===== config.mk =====
export PLATFORM = sky130hd
export DESIGN_NAME = key_report_diff_events_unit_flat
export DESIGN_NICKNAME = d
export VERILOG_FILES = /design/src/kr_pkg.sv /design/src/kr_if.sv /design/src/key_report_diff_events_unit.sv /design/src/kr_lane.sv /design/src/kr_emit.sv /design/src/flat_wrapper.sv
export SDC_FILE = /design/constraint.sdc
export NUM_CORES = 1
export LEC_CHECK = 0
export BUFFER_PORTS_ARGS = -buffer_cell sky130_fd_sc_hd__buf_2
export CORE_ASPECT_RATIO = 1.25
export CORE_MARGIN = 2
export CORE_UTILIZATION = 35
export CTS_BUF_LIST = sky130_fd_sc_hd__clkbuf_2
export CTS_CLUSTER_SIZE = 24
export DETAILED_ROUTE_END_ITERATION = 12
export PLACE_DENSITY_LB_ADDON = 0.2
export SLEW_MARGIN = 30
export SYNTH_ARGS = -nofsm -noshare
export SYNTH_HDL_FRONTEND = slang
export SYNTH_SLANG_ARGS = --single-unit

===== constraint.sdc =====
create_clock -name i_clk -period 5.7 [get_ports i_clk]
set_input_delay 0.57 -clock i_clk [delete_from_list [all_inputs] [get_ports i_clk]]
set_output_delay 0.57 -clock i_clk [all_outputs]
set_load 0.02 [all_outputs]

===== src/kr_pkg.sv =====
// Shared types, constants and the fn translation table for the key report event unit.
`timescale 1ns / 1ps
package kr_pkg;

    localparam int KEY_SLOTS = 6;
    localparam int MOD_BITS  = 8;
    localparam int SET_SIZE  = KEY_SLOTS + MOD_BITS;
    localparam int EV_CNT    = 2 * SET_SIZE;

    localparam logic [7:0] MOD_BASE = 8'd84;
    localparam logic [7:0] FN_BASE  = 8'd93;

    typedef logic [7:0] t_code;
    typedef logic [SET_SIZE-1:0][7:0] t_set;
    typedef logic [EV_CNT-1:0][7:0] t_ev_codes;

    // per-lane findings
    typedef struct packed {
        logic up;
        logic down;
    } t_lane_res;

    // load request from the control FSM to the event walker
    typedef struct packed {
        logic load;
        logic fn;
    } t_emit_ctl;

    // fn layer: returns 0 where the code has no fn meaning
    function automatic t_code fn_translate(input t_code c);
        t_code r;
        if (c >= 8'd79 && c <= 8'd82) begin
            r = FN_BASE + (c - 8'd79);
        end else if (c == 8'd40) begin
            r = FN_BASE + 8'd5;
        end else if (c == 8'd58 || c == 8'd59) begin
            r = FN_BASE + 8'd6 + (c - 8'd58);
        end else if (c >= 8'd62 && c <= 8'd69) begin
            r = FN_BASE + 8'd8 + (c - 8'd62);
        end else begin
            r = 8'd0;
        end
        return r;
    endfunction

endpackage


===== src/kr_if.sv =====
// Handshake interfaces for the report input, event output and config write channels.
`timescale 1ns / 1ps
interface kr_in_if;
    logic        valid;
    logic        ready;
    logic [15:0] msg_type;
    logic [7:0]  key_0;
    logic [7:0]  key_1;
    logic [7:0]  key_2;
    logic [7:0]  key_3;
    logic [7:0]  key_4;
    logic [7:0]  key_5;
    logic [7:0]  modifier_mask;
    logic        fn_held;
    logic        overflow;

    modport source (output valid, msg_type, key_0, key_1, key_2, key_3, key_4, key_5,
                    modifier_mask, fn_held, overflow, input ready);
    modport sink   (input valid, msg_type, key_0, key_1, key_2, key_3, key_4, key_5,
                    modifier_mask, fn_held, overflow, output ready);
endinterface

interface kr_out_if;
    logic       valid;
    logic       ready;
    logic [7:0] key_code;
    logic       pressed;
    logic       last;

    modport source (output valid, key_code, pressed, last, input ready);
    modport sink   (input valid, key_code, pressed, last, output ready);
endinterface

interface kr_cfg_if;
    logic        valid;
    logic        ready;
    logic [15:0] data_type_code;

    modport source (output valid, data_type_code, input ready);
    modport sink   (input valid, data_type_code, output ready);
endinterface


===== src/key_report_diff_events_unit.sv =====
// Top level: report capture, held-code state, compare lanes and event walker.
// Flow: an accepted report is captured, then compared against the held codes, and the event
//   walker steps through the 28 event slots into the output register, one walk slot per cycle.
// A new report is taken only once the event walk of the last one is done;
//   ignored reports are dropped in the accept cycle. Output stalls pause the walk.
// Reset (synchronous, active low) clears the held codes, the type register and all control.
`timescale 1ns / 1ps
module key_report_diff_events_unit (
    input  logic     i_clk,
    input  logic     i_rst_n,
    kr_in_if.sink    i_in,
    kr_out_if.source o_out,
    kr_cfg_if.sink   i_cfg
);

    typedef enum logic [1:0] {
        S_IDLE,
        S_CALC,
        S_EMIT
    } t_state;

    t_state        r_state;
    logic [15:0]   r_dtc;
    kr_pkg::t_set  r_held;
    kr_pkg::t_set  r_now;
    logic          r_fn;

    kr_pkg::t_set              n_now;
    logic                      in_take;
    logic                      in_match;
    kr_pkg::t_lane_res         lane_res [kr_pkg::SET_SIZE];
    logic [kr_pkg::EV_CNT-1:0] ev_mask;
    kr_pkg::t_ev_codes         ev_codes;
    kr_pkg::t_emit_ctl         emit_ctl;
    logic                      emit_busy;

    assign i_in.ready  = (r_state == S_IDLE);
    assign i_cfg.ready = 1'b1;
    assign in_take     = i_in.valid && i_in.ready;
    assign in_match    = (i_in.msg_type == r_dtc) && !i_in.overflow;

    // code set of the incoming report: slots, then one entry per modifier bit
    always_comb begin
        n_now[0] = i_in.key_0;
        n_now[1] = i_in.key_1;
        n_now[2] = i_in.key_2;
        n_now[3] = i_in.key_3;
        n_now[4] = i_in.key_4;
        n_now[5] = i_in.key_5;
        for (int i = 0; i < kr_pkg::MOD_BITS; i++) begin
            n_now[kr_pkg::KEY_SLOTS + i] = i_in.modifier_mask[i] ?
                (kr_pkg::MOD_BASE + 8'(i)) : 8'd0;
        end
    end

    // control FSM, config register and held-code state
    always_ff @(posedge i_clk) begin
        if (!i_rst_n) begin
            r_state <= S_IDLE;
            r_dtc   <= 16'd0;
            r_held  <= '0;
        end else begin
            if (i_cfg.valid) r_dtc <= i_cfg.data_type_code;
            unique case (r_state)
                S_IDLE: begin
                    if (in_take && in_match) r_state <= S_CALC;
                end
                S_CALC: begin
                    r_held  <= r_now;
                    r_state <= S_EMIT;
                end
                S_EMIT: begin
                    if (!emit_busy) r_state <= S_IDLE;
                end
                default: r_state <= S_IDLE;
            endcase
        end
    end

    // captured report
    always_ff @(posedge i_clk) begin
        if (in_take) begin
            r_now <= n_now;
            r_fn  <= i_in.fn_held;
        end
    end

    // compare lanes, one per set entry
    for (genvar g = 0; g < kr_pkg::SET_SIZE; g++) begin : g_lane
        kr_lane u_lane (
            .i_held_c   (r_held[g]),
            .i_now_c    (r_now[g]),
            .i_held_set (r_held),
            .i_now_set  (r_now),
            .i_fn       (r_fn),
            .o_res      (lane_res[g])
        );
        assign ev_mask[g]                   = lane_res[g].up;
        assign ev_mask[kr_pkg::SET_SIZE + g] = lane_res[g].down;
        assign ev_codes[g]                  = r_held[g];
        assign ev_codes[kr_pkg::SET_SIZE + g] = r_now[g];
    end

    assign emit_ctl.load = (r_state == S_CALC);
    assign emit_ctl.fn   = r_fn;

    kr_emit u_emit (
        .i_clk   (i_clk),
        .i_rst_n (i_rst_n),
        .i_ctl   (emit_ctl),
        .i_mask  (ev_mask),
        .i_codes (ev_codes),
        .o_busy  (emit_busy),
        .o_out   (o_out)
    );

endmodule


===== src/kr_lane.sv =====
// One compare lane: flags a held code that was released and a new code that was pressed.
`timescale 1ns / 1ps
module kr_lane (
    input  kr_pkg::t_code     i_held_c,
    input  kr_pkg::t_code     i_now_c,
    input  kr_pkg::t_set      i_held_set,
    input  kr_pkg::t_set      i_now_set,
    input  logic              i_fn,
    output kr_pkg::t_lane_res o_res
);

    logic held_in_now;
    logic now_in_held;

    // membership search across the other set
    always_comb begin
        held_in_now = 1'b0;
        now_in_held = 1'b0;
        for (int j = 0; j < kr_pkg::SET_SIZE; j++) begin
            if (i_now_set[j] == i_held_c) held_in_now = 1'b1;
            if (i_held_set[j] == i_now_c) now_in_held = 1'b1;
        end
    end

    // key-up always goes out; key-down under fn needs a translation
    always_comb begin
        o_res.up   = (i_held_c != 8'd0) && !held_in_now;
        o_res.down = (i_now_c != 8'd0) && !now_in_held &&
                     (!i_fn || (kr_pkg::fn_translate(i_now_c) != 8'd0));
    end

endmodule


===== src/kr_emit.sv =====
// Merge stage: drives the output; walks lane flags a slot a cycle, flagged ones wait till it is free.
`timescale 1ns / 1ps
module kr_emit (
    input  logic                    i_clk,
    input  logic                    i_rst_n,
    input  kr_pkg::t_emit_ctl       i_ctl,
    input  logic [kr_pkg::EV_CNT-1:0] i_mask,
    input  kr_pkg::t_ev_codes       i_codes,
    output logic                    o_busy,
    kr_out_if.source                o_out
);

    logic [kr_pkg::EV_CNT-1:0] r_mask;
    logic [kr_pkg::EV_CNT-1:0] r_dir;
    kr_pkg::t_ev_codes         r_codes;
    logic                      r_fn;
    logic                      r_ovalid;
    kr_pkg::t_code             r_ocode;
    logic                      r_opress;
    logic                      r_olast;

    logic          out_free;
    logic          step;
    logic          fire;
    kr_pkg::t_code tr_code;
    kr_pkg::t_code ev_code;

    assign out_free = !r_ovalid || o_out.ready;
    assign step     = (r_mask != '0) && (!r_mask[0] || out_free);
    assign fire     = step && r_mask[0];
    assign o_busy   = (r_mask != '0);

    // fn translation of the slot at the head of the walk
    always_comb begin
        tr_code = kr_pkg::fn_translate(r_codes[0]);
        ev_code = (r_fn && (tr_code != 8'd0)) ? tr_code : r_codes[0];
    end

    // walk control and output valid
    always_ff @(posedge i_clk) begin
        if (!i_rst_n) begin
            r_mask   <= '0;
            r_ovalid <= 1'b0;
        end else begin
            if (i_ctl.load) begin
                r_mask <= i_mask;
            end else if (step) begin
                r_mask <= r_mask >> 1;
            end
            if (fire) begin
                r_ovalid <= 1'b1;
            end else if (o_out.ready) begin
                r_ovalid <= 1'b0;
            end
        end
    end

    // payload: slot codes, direction bits and the output word
    always_ff @(posedge i_clk) begin
        if (i_ctl.load) begin
            r_codes <= i_codes;
            r_dir   <= {{kr_pkg::SET_SIZE{1'b1}}, {kr_pkg::SET_SIZE{1'b0}}};
            r_fn    <= i_ctl.fn;
        end else if (step) begin
            r_codes <= {8'd0, r_codes[kr_pkg::EV_CNT-1:1]};
            r_dir   <= r_dir >> 1;
        end
        if (fire) begin
            r_ocode  <= ev_code;
            r_opress <= r_dir[0];
            r_olast  <= (r_mask[kr_pkg::EV_CNT-1:1] == '0);
        end
    end

    assign o_out.valid    = r_ovalid;
    assign o_out.key_code = r_ocode;
    assign o_out.pressed  = r_opress;
    assign o_out.last     = r_olast;

endmodule


===== src/flat_wrapper.sv =====
// flat-port wrapper written by rule: the top's interface ports become plain ports
module key_report_diff_events_unit_flat 
  (i_clk, i_rst_n, i_in_valid, i_in_msg_type, i_in_key_0, i_in_key_1, i_in_key_2, i_in_key_3, i_in_key_4, i_in_key_5, i_in_modifier_mask, i_in_fn_held, i_in_overflow, i_in_ready, o_out_valid, o_out_key_code, o_out_pressed, o_out_last, o_out_ready, i_cfg_valid, i_cfg_data_type_code, i_cfg_ready);
  kr_in_if i_in_i ();
  kr_out_if o_out_i ();
  kr_cfg_if i_cfg_i ();
  input  logic i_clk;
  input  logic i_rst_n;
  input wire logic [$bits(i_in_i.valid)-1:0] i_in_valid;
  input wire logic [$bits(i_in_i.msg_type)-1:0] i_in_msg_type;
  input wire logic [$bits(i_in_i.key_0)-1:0] i_in_key_0;
  input wire logic [$bits(i_in_i.key_1)-1:0] i_in_key_1;
  input wire logic [$bits(i_in_i.key_2)-1:0] i_in_key_2;
  input wire logic [$bits(i_in_i.key_3)-1:0] i_in_key_3;
  input wire logic [$bits(i_in_i.key_4)-1:0] i_in_key_4;
  input wire logic [$bits(i_in_i.key_5)-1:0] i_in_key_5;
  input wire logic [$bits(i_in_i.modifier_mask)-1:0] i_in_modifier_mask;
  input wire logic [$bits(i_in_i.fn_held)-1:0] i_in_fn_held;
  input wire logic [$bits(i_in_i.overflow)-1:0] i_in_overflow;
  output wire logic [$bits(i_in_i.ready)-1:0] i_in_ready;
  output wire logic [$bits(o_out_i.valid)-1:0] o_out_valid;
  output wire logic [$bits(o_out_i.key_code)-1:0] o_out_key_code;
  output wire logic [$bits(o_out_i.pressed)-1:0] o_out_pressed;
  output wire logic [$bits(o_out_i.last)-1:0] o_out_last;
  input wire logic [$bits(o_out_i.ready)-1:0] o_out_ready;
  input wire logic [$bits(i_cfg_i.valid)-1:0] i_cfg_valid;
  input wire logic [$bits(i_cfg_i.data_type_code)-1:0] i_cfg_data_type_code;
  output wire logic [$bits(i_cfg_i.ready)-1:0] i_cfg_ready;
  assign i_in_i.valid = i_in_valid;
  assign i_in_i.msg_type = i_in_msg_type;
  assign i_in_i.key_0 = i_in_key_0;
  assign i_in_i.key_1 = i_in_key_1;
  assign i_in_i.key_2 = i_in_key_2;
  assign i_in_i.key_3 = i_in_key_3;
  assign i_in_i.key_4 = i_in_key_4;
  assign i_in_i.key_5 = i_in_key_5;
  assign i_in_i.modifier_mask = i_in_modifier_mask;
  assign i_in_i.fn_held = i_in_fn_held;
  assign i_in_i.overflow = i_in_overflow;
  assign i_in_ready = i_in_i.ready;
  assign o_out_valid = o_out_i.valid;
  assign o_out_key_code = o_out_i.key_code;
  assign o_out_pressed = o_out_i.pressed;
  assign o_out_last = o_out_i.last;
  assign o_out_i.ready = o_out_ready;
  assign i_cfg_i.valid = i_cfg_valid;
  assign i_cfg_i.data_type_code = i_cfg_data_type_code;
  assign i_cfg_ready = i_cfg_i.ready;
  key_report_diff_events_unit u_core (.i_clk(i_clk), .i_rst_n(i_rst_n), .i_in(i_in_i), .o_out(o_out_i), .i_cfg(i_cfg_i));
endmodule

* Word-level counts from Yosys, hierarchy flattened
Index checks and enable logic that the tools add are counted.
** Storage, ports and cells
- Register bits :: 535
- Logic and storage cells :: 1318
** Operators by class
- Add/subtract/negate cells :: 90
- Order comparisons :: 60
- Equality and inequality tests :: 442
- Multiplexer cells :: 470
- Reduce and logical (&&, ||, !) cells :: 190
** Operators with widths (number)
- $eq A8 B8 Y1 :: 392
- $mux W8 :: 61
- $mux W224 :: 2
- $mux W1 :: 394
- $add A7 B8 Y8 const A :: 45
- $eq A8 B6 Y1 const B :: 45
- $reduce_bool A8 Y1 :: 43
- $le A8 B7 Y1 const B :: 30
- $sub A8 B6 Y8 const B :: 30
- $ge A8 B6 Y1 const B :: 15
- $ge A8 B7 Y1 const B :: 15
- $sub A8 B7 Y8 const B :: 15
- $logic_and A1 B1 Y1 :: 78
- $mux W28 :: 2
- $mux W7 :: 8
- $logic_not A1 Y1 :: 32
- $logic_or A1 B1 Y1 :: 31
- $reduce_bool A28 Y1 :: 1
- $logic_not A27 Y1 :: 1
- $eq A16 B16 Y1 :: 1
- $pmux W2 S3 :: 1
- $mux W2 :: 2
- $ne A2 B2 Y1 const B :: 2
- $reduce_bool A2 Y1 :: 2
- 4 further kinds :: 4

* Logic depth before layout (Yosys ltp)
- Word-level depth :: 19
- Depth in mapped cells :: 10
- Mapped depth without buffers :: 8

* Modules after synthesis
Synthesis repeated with hierarchy kept, for this count alone.
** Unflattened totals
- Cell total of the unflattened synthesis :: 6423
- Area total of the unflattened synthesis :: 58954.0 um2
** By module, submodules not included
- kr_lane (u_core.g_lane[0].u_lane ...) :: times used 7, cells each 374, area each 2975.4 um2, sequential area each 0.0 um2
- kr_lane (u_core.g_lane[3].u_lane ...) :: times used 6, cells each 374, area each 2996.6 um2, sequential area each 0.0 um2
- kr_emit :: times used 1, cells each 804, area each 12419.4 um2, sequential area each 8197.9 um2
- key_report_diff_events_unit :: times used 1, cells each 384, area each 4633.2 um2, sequential area each 3193.1 um2
- kr_lane (u_core.g_lane[9].u_lane) :: times used 1, cells each 373, area each 3094.2 um2, sequential area each 0.0 um2

* Least setup slack after synthesis
OpenSTA, ideal clock, no wires.
- Path type :: input to register
- Start point :: input port o_out_ready
- End point :: register u_core.u_emit.r_mask[12] (netlist name)
- Setup time :: 79 ps
- Arrival time :: 3614 ps
- Required time :: 5621 ps
- Path slack :: 2007 ps
- Cell stages on the path :: 7
- Cells stage by stage :: nor2b_1 -> nand2_1 -> o41ai_4 -> nand2_1 -> buf_2 -> o21ai_0 -> a21oi_1
** On the way
- Word-level cells in the longest chain between the ends :: 4
** Ends and longest elaborated chain
- start: declaration :: RTL line flat_wrapper.sv:25 : input wire logic [$bits(o_out_i.ready)-1:0] o_out_ready;
- $logic_or A1 B1 Y1 :: RTL line kr_emit.sv:28 : assign out_free = !r_ovalid || o_out.ready;
- $logic_or A1 B1 Y1 :: RTL line kr_emit.sv:29 : assign step = (r_mask != '0) && (!r_mask[0] || out_free);
- $logic_and A1 B1 Y1 :: RTL line kr_emit.sv:29
- $reduce_bool A2 Y1 (no line)
- end signal: assignment :: RTL line kr_emit.sv:46 : r_mask <= i_mask;
- end signal: assignment :: RTL line kr_emit.sv:48 : r_mask <= r_mask >> 1;
- end: declaration :: RTL line kr_emit.sv:13 : logic [kr_pkg::EV_CNT-1:0] r_mask;
Every way passes these cells.
A chain may end at the register's enable or synchronous reset.

* Worst setup path after layout
- Start point :: register u_core.r_state[0]
- End point :: register u_core.r_state[0]
** On the way
- Word-level cells in the longest chain between the ends :: 5
- Elaborated cells between the ends (all ways) :: 9
** Ends and longest elaborated chain
- start: declaration :: RTL line key_report_diff_events_unit.sv:22 : t_state r_state;
- start signal: assignment :: RTL line key_report_diff_events_unit.sv:59 : r_state <= S_IDLE;
- start signal: assignment :: RTL line key_report_diff_events_unit.sv:66 : if (in_take && in_match) r_state <= S_CALC;
- start signal: assignment :: RTL line key_report_diff_events_unit.sv:70 : r_state <= S_EMIT;
- $logic_not A2 Y1 :: RTL line key_report_diff_events_unit.sv:37 : assign i_in.ready = (r_state == S_IDLE);
- $logic_and A1 B1 Y1 :: RTL line key_report_diff_events_unit.sv:39 : assign in_take = i_in.valid && i_in.ready;
- net u_core.in_take :: RTL line key_report_diff_events_unit.sv:29 : logic in_take;
- $logic_and A1 B1 Y1 :: RTL line key_report_diff_events_unit.sv:66
- $ne A2 B2 Y1 (no line)
- $reduce_and A2 Y1 (no line)
The timed path passes the listed nets, and every way through them passes these cells.

==> results.json <==
{
  "cts_setup_buffers": 0,
  "maxSlewHeadroom_pct": 26.3,
  "drive_gt1_share_pct": 13.3,
  "max_freq_ghz": 0.293,
  "clkLatencyLatePin_ns": 1.20,
  "synth-adder-area-share_pct": 2.04,
  "synth-edff-count": 257,
  "ys.warnings.count": 0,
  "ys_seq_area_share_pct": 45.5,
  "synth_xor_area_share_pct": 11.8,
  "dr.pass1.iters": 8,
  "clock_path_buffers": 3,
  "start_kind": "flip-flop",
  "status": "finished clean",
  "grt_pass1_vias": 20000,
  "min_from": "i_in_key_0[4]",
  "setup_viol": 0,
  "hold_viol": 0,
  "post_drt_wl_per_cell_um": 25.4,
  "fin_nets": 2855,
  "cp_slowest_cell": "dlygate4sd3_1",
  "cap_violations": 0,
  "routabilityCongestion": 1.00,
  "synthMuxAreaShare_pct": 1.20,
  "rr_worst_depth": 7,
  "slowest_delay_ns": 0.71,
  "ir_worst_vdd_v": 0.000549,
  "cts_sinks": 388,
  "cp_top_family": "simple AND/OR/NAND/NOR gates",
  "path_buf_inv": 2,
  "leakagePower_nw": 9.80,
  "cp.depth": 7,
  "cts_hold_buffers": 136,
  "die_y_um": 289,
  "pwr_density_cell_mw_per_mm2": 368,
  "cts-buffers-inserted": 99,
  "synth_top_area_cell": "edfxtp_1",
  "syn_area_sq_mm": 0.0227,
  "hold_path_class": "input port to flip-flop",
  "ant_nets": 0,
  "required_ns": 6.78,
  "endpoint_kind": "flip-flop",
  "whs_ns": 0.135,
  "synth_cells": 2540,
  "ys_seq_elements": 388,
  "drt_wl_total_um": 92800,
  "cts_tree": "yes",
  "critPathMostFrequentCell": "dlygate4sd3_1",
  "area_growth_pct": 15.1,
  "r2r_start": "u_core.r_state[0]",
  "avgSynthCellArea_sq_um": 8.95,
  "ctsRootBufferMaster": "clkbuf_2",
  "slew_violations": 0,
  "worstSetupPathType": "flip-flop to flip-flop",
  "antenna_found_initial": 2,
  "drc": 0,
  "die_w_um": 232,
  "vias": 20800,
  "placed_area_sq_mm": 0.0238,
  "critPathLaunch": "u_core.r_state[0]",
  "rsz0062_at_grt": "false",
  "synthArstFlopShare_pct": 0,
  "ys_top_cells_by_area": "edfxtp_1 (34%), dfxtp_1 (12%), xnor2_1 (11%), nand2_1 (9.5%), nand4_1 (2.8%)",
  "crit_end": "u_core.r_state[0]",
  "clock_skew_ns": 0.0946,
  "grt_pass1_wl_um": 133000,
  "power.total_mw": 9.63,
  "ys.flop_type": "edfxtp_1",
  "worst_pin_slew_ns": 1.10,
  "ios": 108,
  "die-area_sq_mm": 0.0670,
  "grt-ovfl-total": 0,
  "r2r_slack_ns": 2.28,
  "start_util_pct": 35.4,
  "htreeDepth": 3,
  "coreArea_sq_mm": 0.0643,
  "rows": 104,
  "yosys.area.top_type_share_pct": 33.9,
  "regToRegEndpoint": "u_core.r_state[0]",
  "cp_cell_sequence": "nor2_1 > and2_4 > nand4_1 > or4_1 > dlygate4sd3_1 > nor4_2 > dlygate4sd3_1",
  "ctsResizeCount": 0,
  "grt_max_degree": 103,
  "io_buffers": 106,
  "synth_top_family_by_area": "simple AND/OR/NAND/NOR gates",
  "via_per_inst": 5.69,
  "cts.clk_slew.worst_paths_ns": 0.09,
  "worstPathArrival_ns": 4.50,
  "setup_tns_ns": 0,
  "synthSimpleGateAreaFrac_pct": 23.6,
  "dp_hpwl_um": 63100,
  "fin_area_sq_mm": 0.0262,
  "ys_types": 85,
  "synth_compound_area_share_pct": 10.8,
  "drt_iter0_markers": 2021,
  "synth_fp_nets": 2672,
  "path_max_fanout": 27,
  "finalCriticalPeriod_ns": 3.42,
  "period_share_pct": 59.9,
  "grt_usage_pct": 27.3
}
==> worst reg2reg max path, delay by kind of cell (launching register included) <==
kind	cells	cell delay [ns]
buffers and inverters	2	1.29
flip-flops	1	0.35
AND/OR/NAND/NOR	5	1.69
==> per-layer routing <==
layer	global-route usage, %	vias to the layer above	share of wire [%]
li1	-	9335	-
met1	33.2	10100	40
met2	44.2	1037	46
met3	5.52	282	7.7
met4	17.3	0	6.3
met5	0	-	0
==> stage by stage <==
| stage | worst slack [ns] | instances | util (%) |
|---|---|---|---|
| CTS | 2.15 | 3654 | 40.6 |
| detailed placement | 2.44 | 3333 | 37.0 |
| global route | 2.04 | 3656 | 40.7 |
| finish | 2.28 | 3656 | 40.7 |
| global placement | 2.24 | 3333 | 37.0 |
| floorplan | 2.01 | 2540 | - |
==> registers in the layout, summed over array words and instances (netlist names) <==
name                          cells
u_core.u_emit.o_out.last          1
u_core.r_fn                       1
u_core.u_emit.r_codes           189
u_core.r_state                    2
u_core.u_emit.o_out.valid         1
u_core.u_emit.o_out.key_code      8
u_core.ev_codes                 112
u_core.u_emit.r_fn                1
u_core.u_emit.r_mask             28
u_core.r_dtc                     16
u_core.u_emit.o_out.pressed       1
u_core.u_emit.r_dir              28
==> layout by cell type, fill, tap and decap left out, types with 59 or more instances in the layout <==
master / count
nor2_1: 119
edfxtp_1: 257
clkbuf_2: 161
o21ai_0: 83
a21oi_1: 119
dfxtp_1: 123
nand4_1: 101
nand3_1: 92
buf_2: 106
xnor2_1: 289
dlygate4sd3_1: 136
nand2_1: 573
buf_4: 59
==> power by group <==
group / switching [mW] / internal [mW] / total, mW
Clock: 1.23 / 0.801 / 2.03
Combinational: 1.88 / 0.844 / 2.73
Sequential: 0.443 / 4.43 / 4.88
==> layout make-up <==
type / count / area [sq um]
clock inverters: 24 / 144
repair buffers: 303 / 2370
diodes: 1 / 2.50
fillers: 6621 / 38100
inverters: 39 / 149
well taps: 848 / 1060
clock buffers: 161 / 806
multi-input cells: 1892 / 11300
flip-flops and latches: 388 / 10300
==> cells in the mapped netlist, drive strengths merged, types with 5 or more instances <==
cell     instances
ha              37
a22oi           10
a311oi           8
dfxtp          131
nand4b           7
a211oi          20
and3            17
o21ai           85
edfxtp         257
nor3            54
a2111oi         12
xor2            17
o41ai            5
clkbuf          93
and2            46
mux2i           25
o31ai            6
xnor2          289
nand2          574
a31oi           13
o32ai           21
o22ai           15
buf            128
a21oi          119
or3             36
nand2b          13
nor2           119
nor2b           13
nor4            34
nand3           92
o211ai           5
nand3b           5
o32a             5
or4              6
inv             37
nor3b            7
o21a             5
nand4          101
==> cell families after synthesis <==
| kind of cell | after synthesis |
|---|---|
| multiplexers | 27 |
| AND/OR/NAND/NOR | 1145 |
| flip-flops | 388 |
| XOR/XNOR | 306 |
| adder cells (fa/ha/maj) | 37 |
| buffers and inverters | 260 |
| other | 1 |
| AO/OA/AOI/OAI | 376 |
==> worst min path at each step <==
stage	endpoint	slack [ns]	cells past startpoint
floorplan	u_core.u_emit.o_out.pressed	0.41	0
global placement	u_core.u_emit.o_out.pressed	0.42	0
detailed placement	u_core.u_emit.o_out.pressed	0.42	0
CTS	u_core.ev_codes[116]	0.002	2
global route	u_core.ev_codes[116]	0.06	2
finish	u_core.ev_codes[116]	0.13	2
No activity file was read; power rests on OpenSTA's default activity.
